==> src/rtl/omp_pkg.sv <==
// Shared types and constants for the OSC message parser.
// No dependencies; used by every RTL file of the block.
package omp_pkg;

  localparam int MAX_PACKET_BYTES = 65536;
  localparam int MAX_TAGS         = 16;

  localparam int BCNT_W = $clog2(MAX_PACKET_BYTES + 1);
  localparam int TCNT_W = $clog2(MAX_TAGS + 1);
  localparam int TIDX_W = (MAX_TAGS > 1) ? $clog2(MAX_TAGS) : 1;

  localparam int QDEPTH = 4;
  localparam int QPTR_W = $clog2(QDEPTH);
  localparam int QCNT_W = $clog2(QDEPTH + 1);

  localparam logic [7:0] CH_COMMA = 8'h2C;
  localparam logic [7:0] CH_I     = 8'h69;
  localparam logic [7:0] CH_F     = 8'h66;
  localparam logic [7:0] CH_S     = 8'h73;

  typedef enum logic [2:0] {
    PH_ADDR     = 3'd0,
    PH_ADDR_PAD = 3'd1,
    PH_COMMA    = 3'd2,
    PH_TAGS     = 3'd3,
    PH_ARG_PAD  = 3'd4,
    PH_ARGS     = 3'd5,
    PH_STRING   = 3'd6,
    PH_DONE     = 3'd7
  } phase_t;

  typedef enum logic [2:0] {
    K_ADDR_BYTE = 3'd0,
    K_ADDR_END  = 3'd1,
    K_INT       = 3'd2,
    K_FLOAT     = 3'd3,
    K_STR_BYTE  = 3'd4,
    K_STR_END   = 3'd5,
    K_VERDICT   = 3'd6
  } kind_t;

  typedef enum logic [1:0] {
    V_OK        = 2'd0,
    V_TOO_SHORT = 2'd1,
    V_BAD_ADDR  = 2'd2,
    V_OVERFLOW  = 2'd3
  } verd_t;

  typedef enum logic [1:0] {
    TAG_NONE = 2'd0,
    TAG_I    = 2'd1,
    TAG_F    = 2'd2,
    TAG_S    = 2'd3
  } tag_t;

  // Results caused by one packet byte: an optional argument-side result
  // followed by an optional verdict.
  typedef struct packed {
    logic        has_arg;
    kind_t       kind;
    logic [31:0] value;
    logic        has_verd;
    verd_t       verdict;
  } ev_t;

  typedef struct packed {
    logic full;
    logic empty;
  } q_stat_t;

endpackage

==> src/rtl/omp_front.sv <==
// Front end: takes packet bytes, tracks the OSC parse phase and tag list,
// and builds at most one queue entry per byte. Depends on omp_pkg.
module omp_front (
  input  logic              clk,
  input  logic              rst_n,
  input  logic              acc_in,
  input  logic [7:0]        byte_in,
  input  logic              eop_in,
  output logic              push,
  output omp_pkg::ev_t      ev
);

  omp_pkg::phase_t             phase_r, phase_nxt, ph_eff;
  logic [omp_pkg::BCNT_W-1:0]  bcnt_r, bcnt_nxt;
  logic [omp_pkg::TCNT_W-1:0]  total_r, total_nxt;
  logic [omp_pkg::TCNT_W-1:0]  cursor_r, cursor_nxt;
  logic [31:0]                 acc_r, acc_nxt;
  logic                        addr_ne_r, addr_ne_nxt;
  omp_pkg::verd_t              fault_r, fault_nxt;

  omp_pkg::tag_t               tag_store [omp_pkg::MAX_TAGS];
  logic                        tag_we;
  omp_pkg::tag_t               tag_wdata;
  omp_pkg::tag_t               tag_rd;
  omp_pkg::tag_t               code;
  logic                        take;
  logic [1:0]                  idx;

  assign take   = bcnt_r < omp_pkg::BCNT_W'(omp_pkg::MAX_PACKET_BYTES);
  assign idx    = bcnt_r[1:0];
  assign tag_rd = tag_store[cursor_r[omp_pkg::TIDX_W-1:0]];

  always_comb begin
    case (byte_in)
      omp_pkg::CH_I: code = omp_pkg::TAG_I;
      omp_pkg::CH_F: code = omp_pkg::TAG_F;
      omp_pkg::CH_S: code = omp_pkg::TAG_S;
      default:       code = omp_pkg::TAG_NONE;
    endcase
  end

  always_comb begin
    ph_eff = phase_r;
    if (phase_r == omp_pkg::PH_ADDR_PAD && idx == 2'b00) ph_eff = omp_pkg::PH_COMMA;
    if (phase_r == omp_pkg::PH_ARG_PAD && idx == 2'b00) ph_eff = omp_pkg::PH_ARGS;

    phase_nxt   = phase_r;
    bcnt_nxt    = bcnt_r;
    total_nxt   = total_r;
    cursor_nxt  = cursor_r;
    acc_nxt     = acc_r;
    addr_ne_nxt = addr_ne_r;
    fault_nxt   = fault_r;
    tag_we      = 1'b0;
    tag_wdata   = code;
    ev          = '0;

    if (acc_in && take) begin
      bcnt_nxt  = bcnt_r + 1'b1;
      phase_nxt = ph_eff;
      case (ph_eff)
        omp_pkg::PH_ADDR: begin
          if (byte_in != 8'h00) begin
            ev.has_arg  = 1'b1;
            ev.kind     = omp_pkg::K_ADDR_BYTE;
            ev.value    = {24'h0, byte_in};
            addr_ne_nxt = 1'b1;
          end else if (!addr_ne_r) begin
            fault_nxt = omp_pkg::V_BAD_ADDR;
            phase_nxt = omp_pkg::PH_DONE;
          end else begin
            ev.has_arg = 1'b1;
            ev.kind    = omp_pkg::K_ADDR_END;
            phase_nxt  = omp_pkg::PH_ADDR_PAD;
          end
        end
        omp_pkg::PH_COMMA: begin
          phase_nxt = (byte_in == omp_pkg::CH_COMMA) ? omp_pkg::PH_TAGS : omp_pkg::PH_DONE;
        end
        omp_pkg::PH_TAGS: begin
          if (byte_in == 8'h00) begin
            phase_nxt = omp_pkg::PH_ARG_PAD;
          end else if (code != omp_pkg::TAG_NONE) begin
            if (total_r < omp_pkg::TCNT_W'(omp_pkg::MAX_TAGS)) begin
              tag_we    = 1'b1;
              total_nxt = total_r + 1'b1;
            end else if (fault_r == omp_pkg::V_OK) begin
              fault_nxt = omp_pkg::V_OVERFLOW;
            end
          end
        end
        omp_pkg::PH_ARGS: begin
          if (cursor_r >= total_r || cursor_r >= omp_pkg::TCNT_W'(omp_pkg::MAX_TAGS)) begin
            phase_nxt = omp_pkg::PH_DONE;
          end else if (tag_rd == omp_pkg::TAG_S) begin
            ev.has_arg = 1'b1;
            if (byte_in == 8'h00) begin
              ev.kind    = omp_pkg::K_STR_END;
              cursor_nxt = cursor_r + 1'b1;
              phase_nxt  = omp_pkg::PH_ARG_PAD;
            end else begin
              ev.kind   = omp_pkg::K_STR_BYTE;
              ev.value  = {24'h0, byte_in};
              phase_nxt = omp_pkg::PH_STRING;
            end
          end else begin
            acc_nxt = {acc_r[23:0], byte_in};
            if (idx == 2'b11) begin
              ev.has_arg = 1'b1;
              ev.kind    = (tag_rd == omp_pkg::TAG_I) ? omp_pkg::K_INT : omp_pkg::K_FLOAT;
              ev.value   = acc_nxt;
              acc_nxt    = '0;
              cursor_nxt = cursor_r + 1'b1;
            end
          end
        end
        omp_pkg::PH_STRING: begin
          ev.has_arg = 1'b1;
          if (byte_in != 8'h00) begin
            ev.kind  = omp_pkg::K_STR_BYTE;
            ev.value = {24'h0, byte_in};
          end else begin
            ev.kind    = omp_pkg::K_STR_END;
            cursor_nxt = cursor_r + 1'b1;
            phase_nxt  = omp_pkg::PH_ARG_PAD;
          end
        end
        default: begin
        end
      endcase
    end

    // Final byte: verdict, then the packet state starts over.
    if (acc_in && eop_in) begin
      ev.has_verd = 1'b1;
      if (bcnt_nxt < omp_pkg::BCNT_W'(4))
        ev.verdict = omp_pkg::V_TOO_SHORT;
      else if (phase_nxt == omp_pkg::PH_ADDR)
        ev.verdict = omp_pkg::V_BAD_ADDR;
      else
        ev.verdict = fault_nxt;
      phase_nxt   = omp_pkg::PH_ADDR;
      bcnt_nxt    = '0;
      total_nxt   = '0;
      cursor_nxt  = '0;
      acc_nxt     = '0;
      addr_ne_nxt = 1'b0;
      fault_nxt   = omp_pkg::V_OK;
    end

    push = acc_in && (ev.has_arg || ev.has_verd);
  end

  always_ff @(posedge clk) begin
    if (!rst_n) begin
      phase_r   <= omp_pkg::PH_ADDR;
      bcnt_r    <= '0;
      total_r   <= '0;
      cursor_r  <= '0;
      acc_r     <= '0;
      addr_ne_r <= 1'b0;
      fault_r   <= omp_pkg::V_OK;
    end else begin
      phase_r   <= phase_nxt;
      bcnt_r    <= bcnt_nxt;
      total_r   <= total_nxt;
      cursor_r  <= cursor_nxt;
      acc_r     <= acc_nxt;
      addr_ne_r <= addr_ne_nxt;
      fault_r   <= fault_nxt;
    end
  end

  always_ff @(posedge clk) begin
    if (tag_we) tag_store[total_r[omp_pkg::TIDX_W-1:0]] <= tag_wdata;
  end

endmodule

==> src/rtl/omp_queue.sv <==
// Short FIFO of per-byte result entries between front and back end.
// Depends on omp_pkg.
module omp_queue (
  input  logic              clk,
  input  logic              rst_n,
  input  logic              push,
  input  omp_pkg::ev_t      wdata,
  input  logic              pop,
  output omp_pkg::ev_t      head,
  output omp_pkg::q_stat_t  stat
);

  omp_pkg::ev_t                mem [omp_pkg::QDEPTH];
  logic [omp_pkg::QPTR_W-1:0]  wr_ptr_r, rd_ptr_r;
  logic [omp_pkg::QCNT_W-1:0]  cnt_r, cnt_nxt;
  logic                        do_push, do_pop;

  assign stat.full  = cnt_r == omp_pkg::QCNT_W'(omp_pkg::QDEPTH);
  assign stat.empty = cnt_r == '0;
  assign do_push    = push && !stat.full;
  assign do_pop     = pop && !stat.empty;
  assign head       = mem[rd_ptr_r];

  always_comb begin
    cnt_nxt = cnt_r;
    if (do_push && !do_pop) cnt_nxt = cnt_r + 1'b1;
    else if (!do_push && do_pop) cnt_nxt = cnt_r - 1'b1;
  end

  always_ff @(posedge clk) begin
    if (!rst_n) begin
      wr_ptr_r <= '0;
      rd_ptr_r <= '0;
      cnt_r    <= '0;
    end else begin
      if (do_push) wr_ptr_r <= wr_ptr_r + 1'b1;
      if (do_pop) rd_ptr_r <= rd_ptr_r + 1'b1;
      cnt_r <= cnt_nxt;
    end
  end

  always_ff @(posedge clk) begin
    if (do_push) mem[wr_ptr_r] <= wdata;
  end

endmodule

==> src/rtl/omp_back.sv <==
// Back end: splits queue entries into single results and holds them in
// the output register until transferred. Depends on omp_pkg.
module omp_back (
  input  logic              clk,
  input  logic              rst_n,
  input  omp_pkg::ev_t      head,
  input  omp_pkg::q_stat_t  stat,
  output logic              pop,
  output logic              out_valid,
  input  logic              out_stall,
  output logic [2:0]        out_kind,
  output logic [31:0]       out_value,
  output logic [1:0]        out_verdict,
  output logic              out_run_end
);

  logic            valid_r, valid_nxt;
  logic            half_r, half_nxt;
  omp_pkg::kind_t  kind_r, kind_nxt;
  logic [31:0]     value_r, value_nxt;
  omp_pkg::verd_t  verd_r, verd_nxt;
  logic            end_r, end_nxt;
  logic            load;

  always_comb begin
    load      = !valid_r || !out_stall;
    pop       = 1'b0;
    valid_nxt = valid_r;
    half_nxt  = half_r;
    kind_nxt  = kind_r;
    value_nxt = value_r;
    verd_nxt  = verd_r;
    end_nxt   = end_r;
    if (load) begin
      if (stat.empty) begin
        valid_nxt = 1'b0;
      end else begin
        valid_nxt = 1'b1;
        if (head.has_arg && !half_r) begin
          kind_nxt  = head.kind;
          value_nxt = head.value;
          verd_nxt  = omp_pkg::V_OK;
          end_nxt   = !head.has_verd;
          // Entry with a verdict behind it stays queued until the verdict is loaded.
          if (head.has_verd) half_nxt = 1'b1;
          else pop = 1'b1;
        end else begin
          kind_nxt  = omp_pkg::K_VERDICT;
          value_nxt = '0;
          verd_nxt  = head.verdict;
          end_nxt   = 1'b1;
          half_nxt  = 1'b0;
          pop       = 1'b1;
        end
      end
    end
  end

  always_ff @(posedge clk) begin
    if (!rst_n) begin
      valid_r <= 1'b0;
      half_r  <= 1'b0;
    end else begin
      valid_r <= valid_nxt;
      half_r  <= half_nxt;
    end
  end

  always_ff @(posedge clk) begin
    kind_r  <= kind_nxt;
    value_r <= value_nxt;
    verd_r  <= verd_nxt;
    end_r   <= end_nxt;
  end

  assign out_valid   = valid_r;
  assign out_kind    = 3'(kind_r);
  assign out_value   = value_r;
  assign out_verdict = 2'(verd_r);
  assign out_run_end = end_r;

endmodule

==> src/rtl/osc_message_parser.sv <==
// OSC 1.0 message parser, one packet byte per transfer.
//
// Input channel: in_valid/in_stall with in_packet_byte and in_end_of_packet
// (high on the last byte of a packet). Output channel: out_valid/out_stall
// with out_kind, out_value, out_verdict and out_run_end (high on the last
// result caused by one input byte).
// Throughput: one byte per cycle while in_stall is low. Each byte yields
// zero, one or two results; the output register sends one result per cycle
// while out_stall is low, so a last byte that closes an argument and carries
// the verdict sends both in turn. Each result is queued, then registered.
// A four-entry queue sits between the parser front end and the output stage;
// in_stall rises only while that queue is full, so output stalls back up to
// the input after four entries.
// Reset (rst_n low, synchronous) drops the current packet, empties the queue
// and clears out_valid. Tag storage is not cleared; an entry is read only
// after the current packet has written it. Input is accepted once reset ends.
// Depends on omp_pkg, omp_front, omp_queue, omp_back.
module osc_message_parser (
  input  logic        clk,
  input  logic        rst_n,
  input  logic        in_valid,
  output logic        in_stall,
  input  logic [7:0]  in_packet_byte,
  input  logic        in_end_of_packet,
  output logic        out_valid,
  input  logic        out_stall,
  output logic [2:0]  out_kind,
  output logic [31:0] out_value,
  output logic [1:0]  out_verdict,
  output logic        out_run_end
);

  omp_pkg::ev_t      ev, head;
  omp_pkg::q_stat_t  stat;
  logic              push, pop, acc_in;

  assign in_stall = stat.full;
  assign acc_in   = in_valid && !in_stall;

  omp_front u_front (
    .clk     (clk),
    .rst_n   (rst_n),
    .acc_in  (acc_in),
    .byte_in (in_packet_byte),
    .eop_in  (in_end_of_packet),
    .push    (push),
    .ev      (ev)
  );

  omp_queue u_queue (
    .clk   (clk),
    .rst_n (rst_n),
    .push  (push),
    .wdata (ev),
    .pop   (pop),
    .head  (head),
    .stat  (stat)
  );

  omp_back u_back (
    .clk         (clk),
    .rst_n       (rst_n),
    .head        (head),
    .stat        (stat),
    .pop         (pop),
    .out_valid   (out_valid),
    .out_stall   (out_stall),
    .out_kind    (out_kind),
    .out_value   (out_value),
    .out_verdict (out_verdict),
    .out_run_end (out_run_end)
  );

endmodule

==> config.mk <==
export PLATFORM = sky130hd
export DESIGN_NAME = osc_message_parser
export DESIGN_NICKNAME = d
export VERILOG_FILES = /design/src/rtl/omp_pkg.sv /design/src/rtl/omp_front.sv /design/src/rtl/omp_queue.sv /design/src/rtl/omp_back.sv /design/src/rtl/osc_message_parser.sv
export SDC_FILE = /design/constraint.sdc
export NUM_CORES = 1
export LEC_CHECK = 0
export BUFFER_PORTS_ARGS = -buffer_cell sky130_fd_sc_hd__buf_2
export CORE_ASPECT_RATIO = 0.9
export CORE_MARGIN = 5
export CORE_UTILIZATION = 64
export CTS_BUF_LIST = sky130_fd_sc_hd__clkbuf_2
export DETAILED_ROUTE_END_ITERATION = 7
export PLACE_DENSITY = 0.82
export SKIP_CTS_REPAIR_TIMING = 1
export SLEW_MARGIN = 20
export SYNTH_ARGS = -nofsm -noshare
export SYNTH_HDL_FRONTEND = slang
export SYNTH_SLANG_ARGS = --single-unit
==> constraint.sdc <==
create_clock -name clk -period 5.1 [get_ports clk]
set_input_delay 0.765 -clock clk [delete_from_list [all_inputs] [get_ports clk]]
set_output_delay 0.765 -clock clk [all_outputs]
set_load 0.02 [all_outputs]
# Word level (Yosys, flattened, before mapping)

Memory sizes are Yosys's and may differ from the RTL's. A register that Yosys moved wholly into a read port is not among the register bits.
Cells that the tools add are included.

Register bits: 104
Input bits: 13
RAM bits: 188
Memories: 2

Memories:

| name              | depth | bits a word | rd ports | clocked after Yosys merged registers in | wr ports | line            | RTL |
|---|---|---|---|---|---|---|---|
| u_queue.mem       | 4     | 39          | 1        | 1                                       | 1        | omp_queue.sv:13 | `omp_pkg::ev_t mem [omp_pkg::QDEPTH];` |
| u_front.tag_store | 16    | 2           | 1        | 1                                       | 1        | omp_front.sv:21 | `omp_pkg::tag_t tag_store [omp_pkg::MAX_TAGS];` |

Reductions and logical operators: 39
Bitwise gates (word level): 5
Add/sub/neg operators: 7
Order comparisons: 5
Mux-type cells: 66
Equal/unequal tests: 19

Operators by type and width:

| operator                                             | number |
|---|---|
| two-way mux 36 bit                                   | 4 |
| case mux 36 bit (3 select lines)                     | 1 |
| two-way mux 3 bit                                    | 13 |
| two-way mux 5 bit                                    | 5 |
| == test 8 x 7 -> 1 bit (second input constant)       | 3 |
| two-way mux 2 bit                                    | 12 |
| two-way mux 24 bit                                   | 1 |
| two-way mux 1 bit                                    | 19 |
| adder 17 x 1 -> 17 bit (second input constant)       | 1 |
| < comparator 17 bit (second input constant)          | 1 |
| < comparator 17 x 3 -> 1 bit (second input constant) | 1 |
| two-way mux 17 bit                                   | 1 |
| two-way mux 4 bit                                    | 4 |
| two-way mux 8 bit                                    | 2 |
| case mux 3 bit (5 select lines)                      | 1 |
| == test 3 bit (second input constant)                | 4 |
| logical AND 1 bit                                    | 11 |
| adder 5 x 1 -> 5 bit (second input constant)         | 2 |
| case mux 5 bit (2 select lines)                      | 1 |
| zero test 3 bit                                      | 3 |
| == test 8 x 6 -> 1 bit (second input constant)       | 1 |
| zero test 1 bit                                      | 8 |
| zero test 8 bit                                      | 1 |
| nonzero test 8 bit                                   | 1 |
| 26 further kinds                                     | 40 |

# Depth between registers and ports, before layout

Gate-level depths: netlist of the first run.

Depth after elaboration: 19
Depth in mapped cells: 16

# Hierarchy

From an unflattened synthesis of the first run, not the netlist that was laid out.

Cell total of the unflattened synthesis: 867
Area total of the unflattened synthesis: 12474.5 µm²

By module, submodules not included:

| module             | sequential area each (µm²) | cells each | area each (µm²) | instances |
|---|---|---|---|---|
| omp_queue          | 4864.7                     | 251        | 6100.9          | 1 |
| omp_front          | 2182.1                     | 525        | 4852.2          | 1 |
| omp_back           | 1181.1                     | 90         | 1507.7          | 1 |
| osc_message_parser | 0.0                        | 1          | 13.8            | 1 |

# Worst setup path before layout of the first run

Ideal clock, no wire load.

Kind: input -> register
From: in out_stall
To: reg u_queue.cnt_r[2] (netlist bit)
Path slack: 879 ps
Path buffers: 0
Library setup time: 76 ps
Arrival: 4145 ps
Stages: 8
Data required time: 5024 ps
Cell sequence: a21oi_1 nand2_1 ha_1 inv_1 fa_1 xor2_1 or3_1 a21boi_0

Longest elaborated chain between the ends: 7
Elaborated cells on any way between the ends: 9
Classes of those cells: 2 x mux; 7 x reduce/logical

RTL lines:

| element                                                 | line                     | RTL |
|---|---|---|
| start, declared                                         | osc_message_parser.sv:26 | `input logic out_stall,` |
| zero test 1 bit *                                       | omp_back.sv:26           | `load = !valid_r \|\| !out_stall;` |
| logical OR 1 bit *                                      | omp_back.sv:26           |  |
| two-way mux 1 bit *                                     | omp_back.sv:34           | `if (load) begin` |
| logical AND 1 bit *                                     | omp_queue.sv:21          | `assign do_pop = pop && !stat.empty;` |
| zero test 1 bit                                         | omp_queue.sv:26          | `if (do_push && !do_pop) cnt_nxt = cnt_r + 1'b1;` |
| logical AND 1 bit                                       | omp_queue.sv:26          |  |
| two-way mux 3 bit or nonzero test 2 bit (tied branches) | n/a                      |  |
| end signal, assigned                                    | omp_queue.sv:38          | `cnt_r <= cnt_nxt;` |
| end, declared                                           | omp_queue.sv:15          | `logic [omp_pkg::QCNT_W-1:0] cnt_r, cnt_nxt;` |

Mark *: on every way between the ends. The rest lies on a longest branch, timed or not.
A chain may end at the register's enable or synchronous reset.

==> summary.md, run 1 <==
| Metric | Value |
|---|---|
| Status | `finished clean` |
| Vias in the first global route | `7654` |
| H-Tree Depth | `3` |
| Layout area overhead | `9.11%` |
| Dpl hpwl | `14900 um` |
| Fin crit share | `0.712` |
| Routed Antenna Nets | `0` |
| Max Slew Vio Count | `0` |
| Hold Vio Cnt, Final | `0` |
| Min-Delay Path Depth | `3` |
| Drt pass-1 iters | `5` |
| Crit. End Element | `flop` |
| Commonest non-fill, non-tap cell in the layout | `edfxtp_1` |
| Layout cells sized above 1 | `0.240` |
| Top post-synthesis cells by area | `edfxtp_1 (55%), dfxtp_1 (12%), mux4_2 (8.6%)` |
| Yosys top cell by area | `edfxtp_1` |
| Finished Cell Area | `0.0135 mm2` |
| Crit path DAT | `4.34 ns` |
| Crit path max-delay cell type | `dfxtp_1` |
| Required @ worst endpoint | `5.80 ns` |
| Setup TNS | `0 ns` |
| CP cell instances | `mux4_2 > a22oi_1 > and3_1 > a31oi_2 > o221a_2 > and2_1 > ha_1 > inv_1 > fa_1 > xor2_1 > or3_1 > a21boi_0` |
| Gr usage total | `0.223` |
| Seq/Total Area, Yosys | `0.666` |
| Post-Syn Nets | `908` |
| RePlAce Congestion | `0.855` |
| Synth Flop Type | `edfxtp_1` |
| Total grt overflow | `0` |
| Tot Pwr | `5.81 mW` |
| Leakage | `4.86 nW` |
| DP Cell Count | `1136` |
| Pin count of the biggest net entering global routing | `49` |
| Initial Util | `0.647` |
| Synth top area share | `0.549` |
| Slew of the pin with the lowest slew margin | `1.05 ns` |
| Layout Cells excl Fill | `1268` |
| Max Root-Sink Buffers | `3` |
| PwrDens | `431 mW/mm2` |
| # setup viols final | `0` |
| Post-Synthesis Cell Area | `0.0124 mm2` |
| CP Max Fanout | `9` |
| Die height | `142 um` |
| Synth unique cells | `58` |
| Peak supply drop | `0.000252 V` |
| Startpoint types | `flop` |
| FF+latch count, synth | `298` |
| Routed WL | `23700 um` |
| Hold Crit Endpoint | `u_back.out_valid$_SDFFE_PN0N_` |
| Nets | `992` |
| Async SR Flop Fraction | `0` |
| IO Pins | `53` |
| Critical path's top delay family | `compound AO/OA/AOI/OAI gates` |
| RSZ-0062 raised after global routing | `no` |
| Clk Latency, worst-skew pair | `0.81 ns` |
| R2R Path End | `u_queue.cnt_r[2]$_SDFFE_PN0P_` |
| Total CTS buffers | `73` |
| Core area | `0.0191 mm2` |
| Iter 0 DRT Violations | `644` |
| First-pass GRT wire length | `38900 um` |
| Commonest cells after routing, fill and taps aside | `edfxtp_1 (226), clkbuf_2 (112), dfxtp_1 (71)` |
| Die Wd | `157 um` |
| Fmax | `275 MHz` |
| Critical path class | `reg -> reg` |
| Post-layout minimum cycle time | `3.63 ns` |
| Post-synth EDFFs | `226` |
| Dpl cell area | `0.0128 mm2` |
| Clock Skews | `0.0512 ns` |
| Relative slew slack | `0.299` |
| DR vias | `7494` |
| Root buffer cell | `clkbuf_2` |
| HP Class | `in -> reg` |
| Core Rows | `48` |
| Min-Delay Startpoint | `out_stall` |
| Buf/Inv on CP | `1` |
| Max incr delay on CP | `0.63 ns` |
| PortBufs | `52` |
| R2R depth | `12` |
| DR WL/cell | `18.7 um` |
| Vias per cell | `5.91` |
| Mapped Cells | `877` |
| Number of remaining DRC errors | `0` |
| Worst-path clk slew | `0.10 ns` |
| Sink Count | `298` |
| Die area | `0.0222 mm2` |
| Max cap viols | `0` |
| Yosys warns | `0` |
| TritonCTS clock tree | `yes` |
| Initial antenna violation count | `1` |
| Avg Cell Area, Syn | `14.1 um2` |
| R2r setup slk | `1.47 ns` |
kinds of logic (layout without fill, tap and decap cells):
group	Yosys count	after routing	share of synthesized area
compound gates	98	98	0.0491
xor+xnor	27	27	0.0191
fa+ha+maj	18	18	0.0188
buf+inv	69	209	0.0219
flops	298	298	0.666
mux	54	54	0.0913
other cells	0	1	0
simple gates	313	313	0.134
registers in the layout, indices dropped and copies added, names as in the netlist, 2 cells and up, named ones only:
register / count
u_queue.rd_ptr_r: 2
u_front.tag_store: 32
u_front.bcnt_r: 17
u_back.out_kind: 3
u_queue.mem: 156
u_front.total_r: 5
u_front.fault_r: 2
u_queue.wr_ptr_r: 2
u_back.out_value: 32
u_front.cursor_r: 5
u_queue.cnt_r: 3
u_front.acc_r: 24
u_front.phase_r: 3
u_back.out_verdict: 2
cell usage after synthesis (7+ instances only):
| cell type | number |
|---|---|
| xor2_1 | 13 |
| ha_1 | 17 |
| inv_1 | 19 |
| or3_1 | 9 |
| and3_1 | 74 |
| and2_1 | 22 |
| nand3_1 | 28 |
| nand2_1 | 49 |
| mux2i_1 | 7 |
| nor3_1 | 12 |
| nand4_1 | 7 |
| buf_1 | 10 |
| o21ai_0 | 16 |
| edfxtp_1 | 226 |
| nor4_1 | 9 |
| mux4_2 | 47 |
| nor2_1 | 70 |
| xnor2_1 | 14 |
| dfxtp_1 | 72 |
| nor2b_1 | 9 |
| clkbuf_1 | 33 |
| a21oi_1 | 44 |
cell type report:
cell class | instances | area, um2
Timing Repair Buffer | 59 | 313
Clock buffer | 112 | 561
Antenna cell | 1 | 2.50
Sequential cell | 298 | 8230
Clock inverter | 19 | 108
Tap cell | 250 | 313
Inverter | 19 | 71.3
Fill cell | 1321 | 5610
Multi-Input combinational cell | 510 | 3890
metal layers:
layer / vias up / wire length, um / GRT usage
met1: 3642 / 9700 / 0.297
met5: - / 0 / 0
met4: 0 / 416 / 0.0767
met2: 277 / 11700 / 0.363
li1: 3532 / - / -
met3: 43 / 1830 / 0.0564
stage by stage:
step,hold slack [ns],worst slack [ns],util
CTS,0.215,1.42,0.706
global placement,0.436,1.39,0.671
finish,0.278,1.47,0.706
floorplan,0.427,0.879,-
global route,0.248,1.20,0.706
detailed placement,0.445,1.28,0.671
worst reg2reg max path, stage by stage, from the launching register on:
cell	delay, ns
dfxtp_1	0.63
mux4_2	0.31
a22oi_1	0.08
and3_1	0.23
a31oi_2	0.45
o221a_2	0.33
and2_1	0.21
ha_1	0.21
inv_1	0.07
fa_1	0.37
xor2_1	0.18
or3_1	0.30
a21boi_0	0.15
worst max path at each step:
stage                                 start                             to  slack (ns)  cells after the start
after floorplan                   out_stall  u_queue.cnt_r[2]$_SDFFE_PN0P_        0.88                      8
after global placement    in_packet_byte[0]  u_queue.cnt_r[2]$_SDFFE_PN0P_        1.39                     13
after detailed placement  in_packet_byte[4]  u_queue.cnt_r[2]$_SDFFE_PN0P_        1.28                     13
after CTS                              flop  u_queue.cnt_r[2]$_SDFFE_PN0P_        1.42                     12
after global routing                   flop  u_queue.cnt_r[2]$_SDFFE_PN0P_        1.20                     12
final                                  flop  u_queue.cnt_r[2]$_SDFFE_PN0P_        1.47                     12
power breakdown:
group	internal, mW	total [mW]	switching (mW)
clock network	0.633	1.53	0.896
logic	0.473	1.22	0.748
registers	2.98	3.06	0.0818
Note: power is estimated with default switching activity, not from simulation.
==> run 2, diff against run 1 <==
==> constraint.sdc (replaced) <==
create_clock -name clk -period 3.51 [get_ports clk]
set_input_delay 0.5265 -clock clk [delete_from_list [all_inputs] [get_ports clk]]
set_output_delay 0.5265 -clock clk [all_outputs]
set_load 0.02 [all_outputs]
==> run 2 against run 1 <==
Effect of this change: critical path depth up 2; combinational power increased by 49%; largest cell class unchanged; maximum frequency up 13%; highest routed layer unchanged; register-to-register slack worse by 1.2 ns.
==> summary.md, run 2 (synthesis results as in run 1) <==
| Metric | Value |
|---|---|
| Peak supply drop | `0.000318 V (+26%)` |
| Clk Latency, worst-skew pair | `0.81 ns (about the same)` |
| Die area | `0.0222 mm2 (unchanged)` |
| PortBufs | `52 (unchanged)` |
| Commonest non-fill, non-tap cell in the layout | `edfxtp_1` |
| Routed Antenna Nets | `0 (unchanged)` |
| CP cell instances | `inv_1 > ha_1 > a21o_1 > a31oi_1 > o21ai_1 > o21ai_1 > o221a_2 > and2_4 > ha_1 > inv_1 > fa_1 > xor2_1 > or3_1 > a21boi_0` |
| RSZ-0062 raised after global routing | `no` |
| Post-layout minimum cycle time | `3.21 ns (-0.421 ns)` |
| Buf/Inv on CP | `2 (+1)` |
| DR WL/cell | `18.5 um (-0.95%)` |
| Sequential Power Share | `0.522 (-0.005)` |
| TritonCTS clock tree | `yes` |
| Post-layout util | `0.719 (+0.0123)` |
| Iter 0 DRT Violations | `607 (-5.7%)` |
| Routed WL | `23900 um (+0.77%)` |
| Max incr delay on CP | `0.41 ns (-0.22 ns)` |
| # setup viols final | `0 (unchanged)` |
| Commonest cells after routing, fill and taps aside | `edfxtp_1 (226), clkbuf_2 (105), nor2_1 (70), and3_1 (70), dfxtp_1 (70)` |
| Relative slew slack | `0.303 (+0.00377)` |
| Crit path max-delay cell type | `dfxtp_2` |
| Critical path's top delay family | `compound AO/OA/AOI/OAI gates` |
| Number of remaining DRC errors | `0 (unchanged)` |
| Fmax | `311 MHz (+13%)` |
| Initial Util | `0.647 (unchanged)` |
| Worst-path clk slew | `0.11 ns (about the same)` |
| Die Wd | `157 um (unchanged)` |
| Hold Vio Cnt, Final | `0 (unchanged)` |
| Die height | `142 um (unchanged)` |
| Combinational Power Share | `0.212 (+0.002)` |
| Sink Count | `298 (unchanged)` |
| Total grt overflow | `0 (unchanged)` |
| Max cap viols | `0 (unchanged)` |
| Layout cells sized above 1 | `0.257 (+0.0171)` |
| Initial antenna violation count | `1 (unchanged)` |
| Nets | `1016 (+2.4%)` |
| Crit. End Element | `flop` |
| Core Rows | `48 (unchanged)` |
| Register with the most flip-flops | `u_queue.mem` |
| Leakage | `5.01 nW (+3.1%)` |
| Status | `finished clean` |
| Drt pass-1 iters | `5 (unchanged)` |
| Fill cells | `1313 (-0.61%)` |
| First-pass GRT wire length | `38900 um (+0.16%)` |
| Layout area overhead | `11.0%` |
| PwrDens | `623 mW/mm2 (+45%)` |
| Crit path DAT | `3.92 ns (-0.42 ns)` |
| H-Tree Depth | `3 (unchanged)` |
| Startpoint types | `flop` |
| Clock Skews | `0.0468 ns (-0.00442 ns)` |
| Vias in the first global route | `7699 (+0.59%)` |
| Fin crit share | `0.915 (+0.203)` |
| DR vias | `7558 (+0.85%)` |
| Max Slew Vio Count | `0 (unchanged)` |
| HP Class | `in -> reg` |
| Crit path launch | `u_front.total_r[2]$_SDFFE_PP0P_` |
| Hold slack final | `0.209 ns (-0.0686 ns)` |
| Total CTS buffers | `73 (unchanged)` |
| Required @ worst endpoint | `4.22 ns (-1.58 ns)` |
| Largest register FFs | `156 (unchanged)` |
| Setup TNS | `0 ns (unchanged)` |
| Critical path class | `reg -> reg` |
| CP Max Fanout | `8 (-1)` |
| RePlAce Congestion | `0.908 (+6.3%)` |
| IO Pins | `53 (unchanged)` |
| Sw frac | `0.299 (+0.00175)` |
| Internal power | `6.00 mW (+47%)` |
| Vias per cell | `5.86 (-0.87%)` |
| Worst r2r src | `u_front.total_r[2]$_SDFFE_PP0P_` |
| Gr usage total | `0.224 (+0.000643)` |
| Psw | `2.55 mW (+48%)` |
| Pin count of the biggest net entering global routing | `57 (+16%)` |
| Core area | `0.0191 mm2 (unchanged)` |
| Max Root-Sink Buffers | `3 (unchanged)` |
| Clk pwr share | `0.266 (+0.003)` |
| Dpl hpwl | `15100 um (+1.7%)` |
| Root buffer cell | `clkbuf_2` |
| Slew of the pin with the lowest slew margin | `1.04 ns (-0.00563 ns)` |
| Min-Delay Startpoint | `in_packet_byte[7]` |
-- run 2: changes by cell type in the layout (fill, tap and decap cells not counted), sizes merged --
cell         before  now
buf              59   81
clkbuf          112  105
clkinvlp          1    2
dlygate4sd3       0    2
clkinv           16   19
bufinv            1    2
-- run 2: metal layers --
layer  wire length, um  share of wire  track usage
met5                 0              0            0
met4               360          0.015       0.0699
met3              1630          0.068       0.0549
met2             12000           0.50        0.369
met1              9830           0.41        0.297
-- run 2: final cells by class --
type                       instances  area (um2)  share of cell area
clock buffer                     105         526              0.0383
clock inverter                    24         159              0.0116
antenna                            1        2.50            0.000182
tap                              250         313              0.0228
inverter                          19        71.3             0.00520
timing repair buffer              83         523              0.0381
sequential                       298        8230               0.600
multi-input combinational        510        3900               0.284
-- run 2: final timing paths --
path / end / slack (ns) / depth (start not counted)
min: u_queue.mem[2][10]$_DFFE_PP_ / 0.21 / 2
min reg2reg: u_front.acc_r[21]$_SDFFE_PP0P_ / 0.45 / 2
max reg2reg: u_queue.cnt_r[2]$_SDFFE_PN0P_ / 0.30 / 14
max: u_queue.cnt_r[2]$_SDFFE_PN0P_ / 0.30 / 14
-- run 2: worst register-to-register path, delay by kind of cell (launching register included) --
| kind | cells | cell delay, ns |
|---|---|---|
| and+or+nand+nor | 2 | 0.47 |
| adders and majority gates | 3 | 0.84 |
| xor gates and xnor gates | 1 | 0.17 |
| DFF | 1 | 0.41 |
| buffers and inverters | 2 | 0.16 |
| AOI/OAI and AO/OA | 6 | 1.07 |
-- run 2: metrics by stage --
step | power (mW) | setup slack, ns | area, um2 | std cells
2_1_floorplan | 5.80 | 0.237 | 12400 | 877
3_3_place_gp | 6.30 | 0.189 | 13000 | 1157
3_5_place_dp | 6.39 | 0.0240 | 13000 | 1157
4_1_cts | 8.65 | 0.0297 | 13700 | 1286
5_1_grt | 9.03 | 0.0590 | 13700 | 1290
6_report | 8.55 | 0.298 | 13700 | 1290
-- run 2: power by group through the flow --
| stage | Sequential (mW) | Combinational (mW) | Clock (mW) |
|---|---|---|---|
| floorplan | 4.83 | 0.973 | 0 |
| global placement | 4.53 | 1.77 | 0 |
| detailed placement | 4.55 | 1.84 | 0 |
| CTS | 4.47 | 1.84 | 2.34 |
| global route | 4.50 | 1.97 | 2.55 |
| finish | 4.46 | 1.82 | 2.27 |
